===== config.mk =====
export PLATFORM = sky130hd
export DESIGN_NAME = typed_packet_deframer_flat
export DESIGN_NICKNAME = d
export VERILOG_FILES = /design/src/rtl/tpd_pkg.sv /design/src/rtl/tpd_if.sv /design/src/rtl/tpd_parser.sv /design/src/rtl/typed_packet_deframer.sv /design/src/flat_wrapper.sv
export SDC_FILE = /design/constraint.sdc
export NUM_CORES = 1
export LEC_CHECK = 0
export BUFFER_PORTS_ARGS = -buffer_cell sky130_fd_sc_hd__clkbuf_2
export CORE_UTILIZATION = 55
export CTS_CLUSTER_SIZE = 30
export DETAILED_ROUTE_END_ITERATION = 10
export PLACE_DENSITY = 0.72
export SLEW_MARGIN = 25
export SYNTH_ARGS = -nofsm -noshare
export SYNTH_HDL_FRONTEND = slang
export SYNTH_SLANG_ARGS = --single-unit

===== constraint.sdc =====
create_clock -name clk -period 3.4 [get_ports clk]
set_clock_uncertainty 0.1 [all_clocks]
set_input_delay 0.85 -clock clk [delete_from_list [all_inputs] [get_ports clk]]
set_output_delay 0.85 -clock clk [all_outputs]
set_load 0.05 [all_outputs]

===== src/rtl/tpd_pkg.sv =====
`timescale 1ns / 1ps
// ----------------------------------------------------------------------------
// tpd_pkg
// Types, codes and helpers shared by the typed packet deframer.
// ----------------------------------------------------------------------------
package tpd_pkg;

	localparam int ByteW = 8;
	localparam int KindW = 3;
	localparam int LenW  = 16;
	localparam int SumW  = 16;

	// Header parse phase
	typedef enum logic [2:0] {
		PH_TYPE    = 3'd0,
		PH_LEN_HI  = 3'd1,
		PH_LEN_LO  = 3'd2,
		PH_SUM_HI  = 3'd3,
		PH_SUM_LO  = 3'd4,
		PH_TERM    = 3'd5,
		PH_PAYLOAD = 3'd6
	} phase_t;

	// Known type bytes
	localparam logic [ByteW-1:0] TYPE_DISCONNECT = 8'h00;
	localparam logic [ByteW-1:0] TYPE_CONNECT    = 8'h01;
	localparam logic [ByteW-1:0] TYPE_GAMESTATE  = 8'h10;
	localparam logic [ByteW-1:0] TYPE_ALREADY    = 8'hFB;
	localparam logic [ByteW-1:0] TYPE_BADPLAYER  = 8'hFC;
	localparam logic [ByteW-1:0] TYPE_BADSUM     = 8'hFD;
	localparam logic [ByteW-1:0] TYPE_BADHEADER  = 8'hFE;
	localparam logic [ByteW-1:0] TYPE_ERROR      = 8'hFF;

	// Dense kind codes
	localparam logic [KindW-1:0] KIND_DISCONNECT = 3'd0;
	localparam logic [KindW-1:0] KIND_CONNECT    = 3'd1;
	localparam logic [KindW-1:0] KIND_GAMESTATE  = 3'd2;
	localparam logic [KindW-1:0] KIND_ALREADY    = 3'd3;
	localparam logic [KindW-1:0] KIND_BADPLAYER  = 3'd4;
	localparam logic [KindW-1:0] KIND_BADSUM     = 3'd5;
	localparam logic [KindW-1:0] KIND_BADHEADER  = 3'd6;
	localparam logic [KindW-1:0] KIND_ERROR      = 3'd7;

	typedef struct packed {
		logic             known;
		logic [KindW-1:0] kind;
	} kind_map_t;

	// One result word
	typedef struct packed {
		logic [ByteW-1:0] payload_byte;
		logic             has_byte;
		logic [KindW-1:0] msg_kind;
		logic             is_last;
		logic             checksum_ok;
		logic             header_error;
	} res_t;

	function automatic kind_map_t map_kind(input logic [ByteW-1:0] b);
		kind_map_t m;
		m.known = 1'b1;
		m.kind  = KIND_DISCONNECT;
		unique case (b)
			TYPE_DISCONNECT: m.kind = KIND_DISCONNECT;
			TYPE_CONNECT:    m.kind = KIND_CONNECT;
			TYPE_GAMESTATE:  m.kind = KIND_GAMESTATE;
			TYPE_ALREADY:    m.kind = KIND_ALREADY;
			TYPE_BADPLAYER:  m.kind = KIND_BADPLAYER;
			TYPE_BADSUM:     m.kind = KIND_BADSUM;
			TYPE_BADHEADER:  m.kind = KIND_BADHEADER;
			TYPE_ERROR:      m.kind = KIND_ERROR;
			default:         m.known = 1'b0;
		endcase
		return m;
	endfunction

endpackage


===== src/rtl/tpd_if.sv =====
`timescale 1ns / 1ps
// ----------------------------------------------------------------------------
// tpd_if
// Valid/ready channels of the deframer: raw byte in, result word out.
// ----------------------------------------------------------------------------
interface tpd_byte_if;
	logic       valid;
	logic       ready;
	logic [7:0] data_byte;

	modport source (output valid, output data_byte, input ready);
	modport sink   (input valid, input data_byte, output ready);
endinterface

interface tpd_res_if;
	logic       valid;
	logic       ready;
	logic [7:0] payload_byte;
	logic       has_byte;
	logic [2:0] msg_kind;
	logic       is_last;
	logic       checksum_ok;
	logic       header_error;

	modport source (output valid, output payload_byte, output has_byte, output msg_kind,
		output is_last, output checksum_ok, output header_error, input ready);
	modport sink   (input valid, input payload_byte, input has_byte, input msg_kind,
		input is_last, input checksum_ok, input header_error, output ready);
endinterface


===== src/rtl/tpd_parser.sv =====
`timescale 1ns / 1ps
// ----------------------------------------------------------------------------
// tpd_parser
// Header/payload state and the per-byte result logic.
// ----------------------------------------------------------------------------
module tpd_parser (
	input  logic                      clk,
	input  logic                      arst_n,
	input  logic [tpd_pkg::ByteW-1:0] data_byte,
	input  logic                      fire,
	output logic                      produce,
	output tpd_pkg::res_t             res
);
	import tpd_pkg::*;

	phase_t               phase_q, phase_d;
	logic [KindW-1:0]     kind_q, kind_d;
	logic [LenW-1:0]      left_q, left_d;
	logic [SumW-1:0]      sum_q, sum_d;
	logic [ByteW-1:0]     xor_q, xor_d;
	kind_map_t            km;
	logic [LenW-1:0]      left_dec;
	logic [ByteW-1:0]     xor_nx;

	assign km       = map_kind(data_byte);
	assign left_dec = left_q - LenW'(1);
	assign xor_nx   = xor_q ^ data_byte;

	always_comb begin
		phase_d = phase_q;
		kind_d  = kind_q;
		left_d  = left_q;
		sum_d   = sum_q;
		xor_d   = xor_q;
		produce = 1'b0;
		res     = '0;
		unique case (phase_q)
			PH_LEN_HI: begin
				left_d  = {data_byte, left_q[ByteW-1:0] & 8'h00};
				phase_d = PH_LEN_LO;
			end
			PH_LEN_LO: begin
				left_d  = {left_q[LenW-1:ByteW], data_byte};
				phase_d = PH_SUM_HI;
			end
			PH_SUM_HI: begin
				sum_d   = {data_byte, {ByteW{1'b0}}};
				phase_d = PH_SUM_LO;
			end
			PH_SUM_LO: begin
				sum_d   = {sum_q[SumW-1:ByteW], data_byte};
				phase_d = PH_TERM;
			end
			PH_TERM: begin
				xor_d = '0;
				if (left_q == '0) begin
					phase_d         = PH_TYPE;
					produce         = 1'b1;
					res.msg_kind    = kind_q;
					res.is_last     = 1'b1;
					res.checksum_ok = (sum_q == '0);
				end else begin
					phase_d = PH_PAYLOAD;
				end
			end
			PH_PAYLOAD: begin
				xor_d            = xor_nx;
				left_d           = left_dec;
				produce          = 1'b1;
				res.payload_byte = data_byte;
				res.has_byte     = 1'b1;
				res.msg_kind     = kind_q;
				if (left_dec == '0) begin
					res.is_last     = 1'b1;
					res.checksum_ok = ({{(SumW-ByteW){1'b0}}, xor_nx} == sum_q);
					phase_d         = PH_TYPE;
				end
			end
			default: begin
				// type phase; the unused code lands here too
				if (km.known) begin
					kind_d  = km.kind;
					xor_d   = '0;
					phase_d = PH_LEN_HI;
				end else begin
					phase_d          = PH_TYPE;
					produce          = 1'b1;
					res.is_last      = 1'b1;
					res.header_error = 1'b1;
				end
			end
		endcase
	end

	always_ff @(posedge clk or negedge arst_n) begin
		if (!arst_n) begin
			phase_q <= PH_TYPE;
			kind_q  <= '0;
			left_q  <= '0;
			sum_q   <= '0;
			xor_q   <= '0;
		end else if (fire) begin
			phase_q <= phase_d;
			kind_q  <= kind_d;
			left_q  <= left_d;
			sum_q   <= sum_d;
			xor_q   <= xor_d;
		end
	end

endmodule


===== src/rtl/typed_packet_deframer.sv =====
`timescale 1ns / 1ps
// ----------------------------------------------------------------------------
// typed_packet_deframer
// Splits a byte stream into typed packets and passes the payload on.
// ----------------------------------------------------------------------------
// Takes one raw byte per cycle on "stream" and gives at most one result word
// per byte on "result". A packet is a six-byte header (type, 16-bit big-endian
// length, 16-bit big-endian checksum, terminator) and then the payload. Header
// bytes give no word; each payload byte gives one word carrying the byte and
// the packet's kind code, and the last one has is_last set and checksum_ok
// telling whether the payload XOR matched the checksum. An empty packet gives
// a single last word on its terminator. An unknown type byte gives one word
// with header_error set, and the next byte is taken as a new type byte.
// Throughput is one byte per cycle while the sink keeps up; an accepted byte
// passes the input register, then the result register, before its word shows.
// The input register is freed only when its byte's result can be written to
// the result register, so a stalled sink holds back bytes that make a word;
// header bytes drain regardless.
// ----------------------------------------------------------------------------
module typed_packet_deframer (
	input  logic        clk,
	input  logic        arst_n,
	tpd_byte_if.sink    stream,
	tpd_res_if.source   result
);
	import tpd_pkg::*;

	// input register
	logic             valid_s1;
	logic [ByteW-1:0] byte_s1;

	// result register
	logic             valid_s2;
	res_t             res_s2;

	logic             produce;
	logic             space;
	logic             advance;
	res_t             res_c;

	tpd_parser u_parser (
		.clk      (clk),
		.arst_n   (arst_n),
		.data_byte(byte_s1),
		.fire     (advance),
		.produce  (produce),
		.res      (res_c)
	);

	// result register free, or emptied this cycle
	assign space        = !valid_s2 || result.ready;
	assign advance      = valid_s1 && (!produce || space);
	assign stream.ready = !valid_s1 || advance;

	always_ff @(posedge clk or negedge arst_n) begin
		if (!arst_n) begin
			valid_s1 <= 1'b0;
		end else if (stream.ready) begin
			valid_s1 <= stream.valid;
		end
	end

	always_ff @(posedge clk) begin
		if (stream.ready && stream.valid) begin
			byte_s1 <= stream.data_byte;
		end
	end

	always_ff @(posedge clk or negedge arst_n) begin
		if (!arst_n) begin
			valid_s2 <= 1'b0;
		end else if (space) begin
			valid_s2 <= advance && produce;
		end
	end

	always_ff @(posedge clk) begin
		if (space && advance && produce) begin
			res_s2 <= res_c;
		end
	end

	assign result.valid        = valid_s2;
	assign result.payload_byte = res_s2.payload_byte;
	assign result.has_byte     = res_s2.has_byte;
	assign result.msg_kind     = res_s2.msg_kind;
	assign result.is_last      = res_s2.is_last;
	assign result.checksum_ok  = res_s2.checksum_ok;
	assign result.header_error = res_s2.header_error;

endmodule

===== src/flat_wrapper.sv =====
// flat-port wrapper written by rule: the top's interface ports become plain ports
module typed_packet_deframer_flat import tpd_pkg::*;
  (clk, arst_n, stream_valid, stream_data_byte, stream_ready, result_valid, result_payload_byte, result_has_byte, result_msg_kind, result_is_last, result_checksum_ok, result_header_error, result_ready);
  tpd_byte_if stream_i ();
  tpd_res_if result_i ();
  input  logic clk;
  input  logic arst_n;
  input wire logic [$bits(stream_i.valid)-1:0] stream_valid;
  input wire logic [$bits(stream_i.data_byte)-1:0] stream_data_byte;
  output wire logic [$bits(stream_i.ready)-1:0] stream_ready;
  output wire logic [$bits(result_i.valid)-1:0] result_valid;
  output wire logic [$bits(result_i.payload_byte)-1:0] result_payload_byte;
  output wire logic [$bits(result_i.has_byte)-1:0] result_has_byte;
  output wire logic [$bits(result_i.msg_kind)-1:0] result_msg_kind;
  output wire logic [$bits(result_i.is_last)-1:0] result_is_last;
  output wire logic [$bits(result_i.checksum_ok)-1:0] result_checksum_ok;
  output wire logic [$bits(result_i.header_error)-1:0] result_header_error;
  input wire logic [$bits(result_i.ready)-1:0] result_ready;
  assign stream_i.valid = stream_valid;
  assign stream_i.data_byte = stream_data_byte;
  assign stream_ready = stream_i.ready;
  assign result_valid = result_i.valid;
  assign result_payload_byte = result_i.payload_byte;
  assign result_has_byte = result_i.has_byte;
  assign result_msg_kind = result_i.msg_kind;
  assign result_is_last = result_i.is_last;
  assign result_checksum_ok = result_i.checksum_ok;
  assign result_header_error = result_i.header_error;
  assign result_i.ready = result_ready;
  typed_packet_deframer u_core (.clk(clk), .arst_n(arst_n), .stream(stream_i), .result(result_i));
endmodule

-- Word level (Yosys, flattened, before mapping)
Cells that the tools add are included.
- bits of input ports: 12
- word-level logic and storage cells: 85
- register bits after elaboration: 71
- output and inout bits: 17
- add/subtract/negate cells: 1
- reductions and logical operators: 29
- bitwise operators: 5
- muxes and demuxes: 19
- equality and inequality tests: 15
- operators with widths (cell ; number):
    $logic_not 16->1 ; 3
    $pmux 16 s3 ; 1
    $eq 8x8->1 const B ; 5
    $pmux 16 s2 ; 1
    $pmux 8 s3 ; 1
    $pmux 3 s7 ; 1
    $pmux 3 s6 ; 1
    $eq 8x16->1 ; 1
    $sub 16x1->16 const B ; 1
    $reduce_and 3->1 ; 4
    $eq 3x3->1 const B ; 3
    $eq 8x1->1 const B ; 1
    $eq 8x5->1 const B ; 1
    $logic_not 8->1 ; 1
    $mux 8 ; 1
    $reduce_or 8->1 ; 1
    $xor 8x8->8 ; 1
    $eq 3x2->1 const B ; 2
    $mux 3 ; 2
    $pmux 1 s3 ; 2
    $pmux 3 s2 ; 1
    $reduce_and 2->1 ; 3
    $reduce_bool 3->1 ; 2
    $reduce_or 6->1 ; 1
    other kinds (12) ; 28

-- Longest topological paths before layout
- word-level depth: 10
- mapped depth: 8
- mapped depth without buffers: 8

-- Cells and area by module
Synthesis repeated with hierarchy kept, for this count alone.
- cell total of the unflattened synthesis: 393
- area total of the unflattened synthesis: 3851.2 sq um
- by module, submodules not included (module ; seq. area each (sq um) ; times used ; cells an instance ; area each (sq um)):
    tpd_parser ; 1151.1 ; 1 ; 360 ; 3054.2
    typed_packet_deframer ; 740.7 ; 1 ; 33 ; 797.0

-- Worst setup path before layout
No wires, ideal clock.
- kind: register to output
- from: reg u_core.byte_s1[3]
- to: out stream_ready
- stages on the path, launching flop included: 7
- path slack: 0.231 ns
- arrival time: 2.219 ns
- data required time: 2.450 ns
- buffers on the path: 1
- path through: edfxtp_1 clkbuf_1 nand3_1 or3_1 nand2_1 nor2_1 o211ai_1
- word-level cells in the longest chain between the ends: 9
- elaborated cells on any way between the ends: 16
- those cells by class: eq/ne (7); mux (3); reduce/logical (6)
- ends and longest elaborated chain (element ; line ; source):
    start, declared ; typed_packet_deframer.sv:30 ; logic [ByteW-1:0] byte_s1;
    start signal, assigned ; typed_packet_deframer.sv:65 ; byte_s1 <= stream.data_byte;
    $eq 8x8->1 (tied with other cells) ; tpd_pkg.sv:63 ; unique case (b)
    $reduce_or 8->1 (no source line) * ; - ;
    $mux 1 * ; tpd_pkg.sv:63 ;
    $mux 1 * ; tpd_parser.sv:81 ; if (km.known) begin
    $pmux 1 s3 * ; tpd_parser.sv:37 ; unique case (phase_q)
    $logic_not 1->1 * ; typed_packet_deframer.sv:52 ; assign advance = valid_s1 && (!produce || space);
    $logic_or 1x1->1 * ; typed_packet_deframer.sv:52 ;
    $logic_and 1x1->1 * ; typed_packet_deframer.sv:52 ;
    $logic_or 1x1->1 * ; typed_packet_deframer.sv:53 ; assign stream.ready = !valid_s1 || advance;
    end, declared ; flat_wrapper.sv:10 ; output wire logic [$bits(stream_i.ready)-1:0] stream_ready;
Every way passes the cells marked *; elsewhere a longest branch is shown, timed or not.

-- Worst setup path after layout
Ends and elaborated chain as after synthesis.

==> impl_metrics.json <==
{
  "pwr_density_cell_nw_per_um2": 921,
  "synth_area_um2": 4030,
  "rows": 30,
  "viasPerCell": 6.09,
  "firstDrtPassIters": 5,
  "fmax_mhz": 309,
  "setup-violations-final": 0,
  "yosysMostFrequentCell": "dfrtp_1",
  "synth_nets": 438,
  "cp_max_fo": 6,
  "total_power_mw": 4.23,
  "r2r_setup_slack_ns": 0.69,
  "yosysTopAreaCell": "dfrtp_1",
  "dp_hpwl_mm": 7.25,
  "post-route-drc-count": 0,
  "yosysWarnings": 0,
  "rsz0062_at_grt": "no",
  "drt_iter0_markers": 454,
  "hold_buffers": 0,
  "synth.distinct_cells": 63,
  "path_depth": 6,
  "crit_arrival_ns": 2.29,
  "finalHoldViolCount": 0,
  "hold_end": "u_core.u_parser.kind_q[1]$_DFFE_PN0P_",
  "synth_edf_count": 23,
  "cts_max_level": 3,
  "fin_crit_sh_pct": 95.3,
  "crit_start": "u_core.byte_s1[3]$_DFFE_PP_",
  "clk_pin_slew_worst_paths_ns": 0.08,
  "worstPathCellList": "nand3_1 > or3_1 > nand2_2 > nor2_1 > o211ai_1 > clkbuf_8",
  "synth_cells": 424,
  "cts_tree": "built",
  "slew_headroom_pct": 51.4,
  "cp-start-kind": "flip-flop",
  "leakagePower_nw": 1.91,
  "hold_path_class": "reg -> reg",
  "cpPeakStageDelay_ns": 0.50,
  "antennaDiodeCount": 0,
  "crit_required_ns": 2.45,
  "clockBufferDepth": 2,
  "die_y_um": 87.6,
  "tns_ns": 0,
  "grt_pass1_vias": 3232,
  "ys_top_cells_by_area": "dfrtp_1 (30%), edfxtp_1 (17%), nor2_1 (3.8%)",
  "synth_area_per_cell_um2": 9.51,
  "overflow": 0,
  "path_delay_family": "simple AND/OR/NAND/NOR gates",
  "die_w_um": 87.6,
  "cap_violations": 0,
  "root_buffer": "clkbuf_8",
  "crit_slowest_cell": "edfxtp_1",
  "critPathBufInv": 1,
  "antenna_found_initial": 0,
  "synthToLayoutAreaGrowth_pct": 14.1,
  "min_path_cells": 2,
  "async_reset_ff_share_pct": 67.6,
  "track_usage_pct": 29.4,
  "ys_ff_latch": 71,
  "initial_core_util_pct": 58.1,
  "grt_pass1_wl_mm": 16.6,
  "r2r_cells": 9,
  "wirelength_mm": 10.3,
  "core_area_um2": 6940,
  "finalNetCount": 473,
  "status": "completed",
  "period_minus_slack_ns": 3.24,
  "r2r_end": "u_core.result.checksum_ok$_DFFE_PP_",
  "endpoint_kind": "primary output",
  "grt_max_degree": 49,
  "port_buffers": 28,
  "ys_seq_area_share_pct": 46.9,
  "cts_buffers": 9,
  "final_layout_size_suffix_gt1_share_pct": 19.2,
  "ir_drop_mv": 0.443,
  "synth-main-ff-cell": "dfrtp_1",
  "r2r_start": "u_core.u_parser.left_q[0]$_DFFE_PN0P_",
  "ios": 29,
  "antenna_left": 0,
  "slew_viol_final": 0,
  "insertion_delay_ns": 0.36,
  "tightest_slew_ns": 0.724,
  "vias": 3409,
  "wl_per_cell_um": 18.4,
  "cts.sinks": 71,
  "worstHoldStart": "u_core.u_parser.kind_q[1]$_DFFE_PN0P_",
  "gp_congestion": 0.920,
  "worst-setup-path-type": "reg -> out",
  "dieArea_um2": 7680,
  "synthTopCellsByCount": "dfrtp_1 (48), nor2_1 (41), nand2_1 (39)",
  "synth_top_area_share_pct": 29.8
}
## power breakdown
part / leakage, nW / total, mW / switching [mW] / internal [mW]
registers: 0.833 / 1.52 / 0.331 / 1.19
clock network: 0.0953 / 0.679 / 0.339 / 0.340
logic: 0.983 / 2.03 / 1.23 / 0.802
total: 1.91 / 4.23 / 1.90 / 2.33
## logic make-up (layout without fill, tap and decap cells)
| logic type | after synthesis | count (layout) | share of synthesized area, % |
|---|---|---|---|
| fa+ha+maj | 2 | 2 | 0.620 |
| simple gates | 164 | 164 | 21.3 |
| flops | 71 | 71 | 46.9 |
| mux | 18 | 18 | 4.65 |
| compound gates | 109 | 109 | 18.1 |
| xor+xnor | 20 | 20 | 4.34 |
| buf+inv | 40 | 80 | 4.06 |
## stage by stage
stage | cell area, um^2 | utilization, % | instances | setup WS, ns | hold WS [ns]
2_1_floorplan | 4030 | - | 424 | 0.231 | 0.340
3_3_place_gp | 4300 | 61.9 | 536 | 0.251 | 0.365
3_5_place_dp | 4300 | 61.9 | 536 | 0.227 | 0.380
4_1_cts | 4530 | 65.2 | 553 | 0.00113 | 0.398
5_1_grt | 4600 | 66.2 | 560 | 0.00405 | 0.429
6_report | 4600 | 66.2 | 560 | 0.159 | 0.397
## cell usage in the layout, fill, tap and decap left out, types with 5 or more instances in the layout
master    Yosys  routed
o31ai_1       6       6
nand3b_1      9       9
and2_1        5       5
nand4_1       8       8
inv_1        11       9
nor4_1       10       8
nor3_1        9       9
o21ai_0      12      12
dfrtp_1      48      47
nand3_1       7       7
nand2_1      39      38
nand2b_1     10      10
buf_4         0      25
and3_1        6       6
a21oi_1      19      19
nor2_1       41      41
edfxtp_1     23      23
clkbuf_2      1      27
mux2i_1      12      12
o21ai_1      30      30
clkbuf_8      0      10
a22o_1        6       6
xor2_1        6       6
xnor2_1      14      14
mux2_2        6       6
## repair_timing
| item | in CTS | in global routing |
|---|---|---|
| setup buffers | 1 | 7 |
| setup endpoints to repair | 1 | 1 |
| pin swaps | 0 | 4 |
| resized for setup | 5 | 6 |
## per-layer routing
metal / track usage, % / part of all wire [%] / vias up
met5: 0 / 0 / -
met4: 14.3 / 4.3 / 0
met3: 5.66 / 6.2 / 36
met2: 46.0 / 46 / 150
met1: 39.7 / 43 / 1607
li1: - / - / 1616
## how the worst max path moves through the flow
stage                   endpoint  slack (ns)
finish              stream_ready        0.16
detailed placement  stream_ready        0.23
global route        stream_ready       0.004
CTS                 stream_ready       0.001
global placement    stream_ready        0.25
floorplan           stream_ready        0.23
## final cells by class
| type | instances | area, um^2 |
|---|---|---|
| clock buffers | 9 | 124 |
| clock inverters | 7 | 71.3 |
| fillers | 558 | 2340 |
| inverters | 11 | 41.3 |
| multi-input cells | 313 | 2010 |
| flip-flops and latches | 71 | 1890 |
| well taps | 96 | 120 |
| repair buffers | 53 | 337 |
## worst reg2reg max path, delay by kind of cell, from the launching register on
kind	cells	cell delay (ns)
buffers and inverters	2	0.21
adder cells (fa/ha/maj)	1	0.13
AO/OA/AOI/OAI	3	0.71
flip-flops	1	0.45
AND/OR/NAND/NOR	3	0.89
## flip-flops by register name, indices dropped and copies added, names as in the netlist, 3 cells and up
register	flops
u_core.u_parser.kind_q	3
u_core.byte_s1	8
u_core.result.msg_kind	3
u_core.u_parser.sum_q	16
u_core.u_parser.phase_q	3
u_core.u_parser.left_q	16
u_core.u_parser.xor_q	8
u_core.result.payload_byte	8
Power figures use the tool's default switching activity.
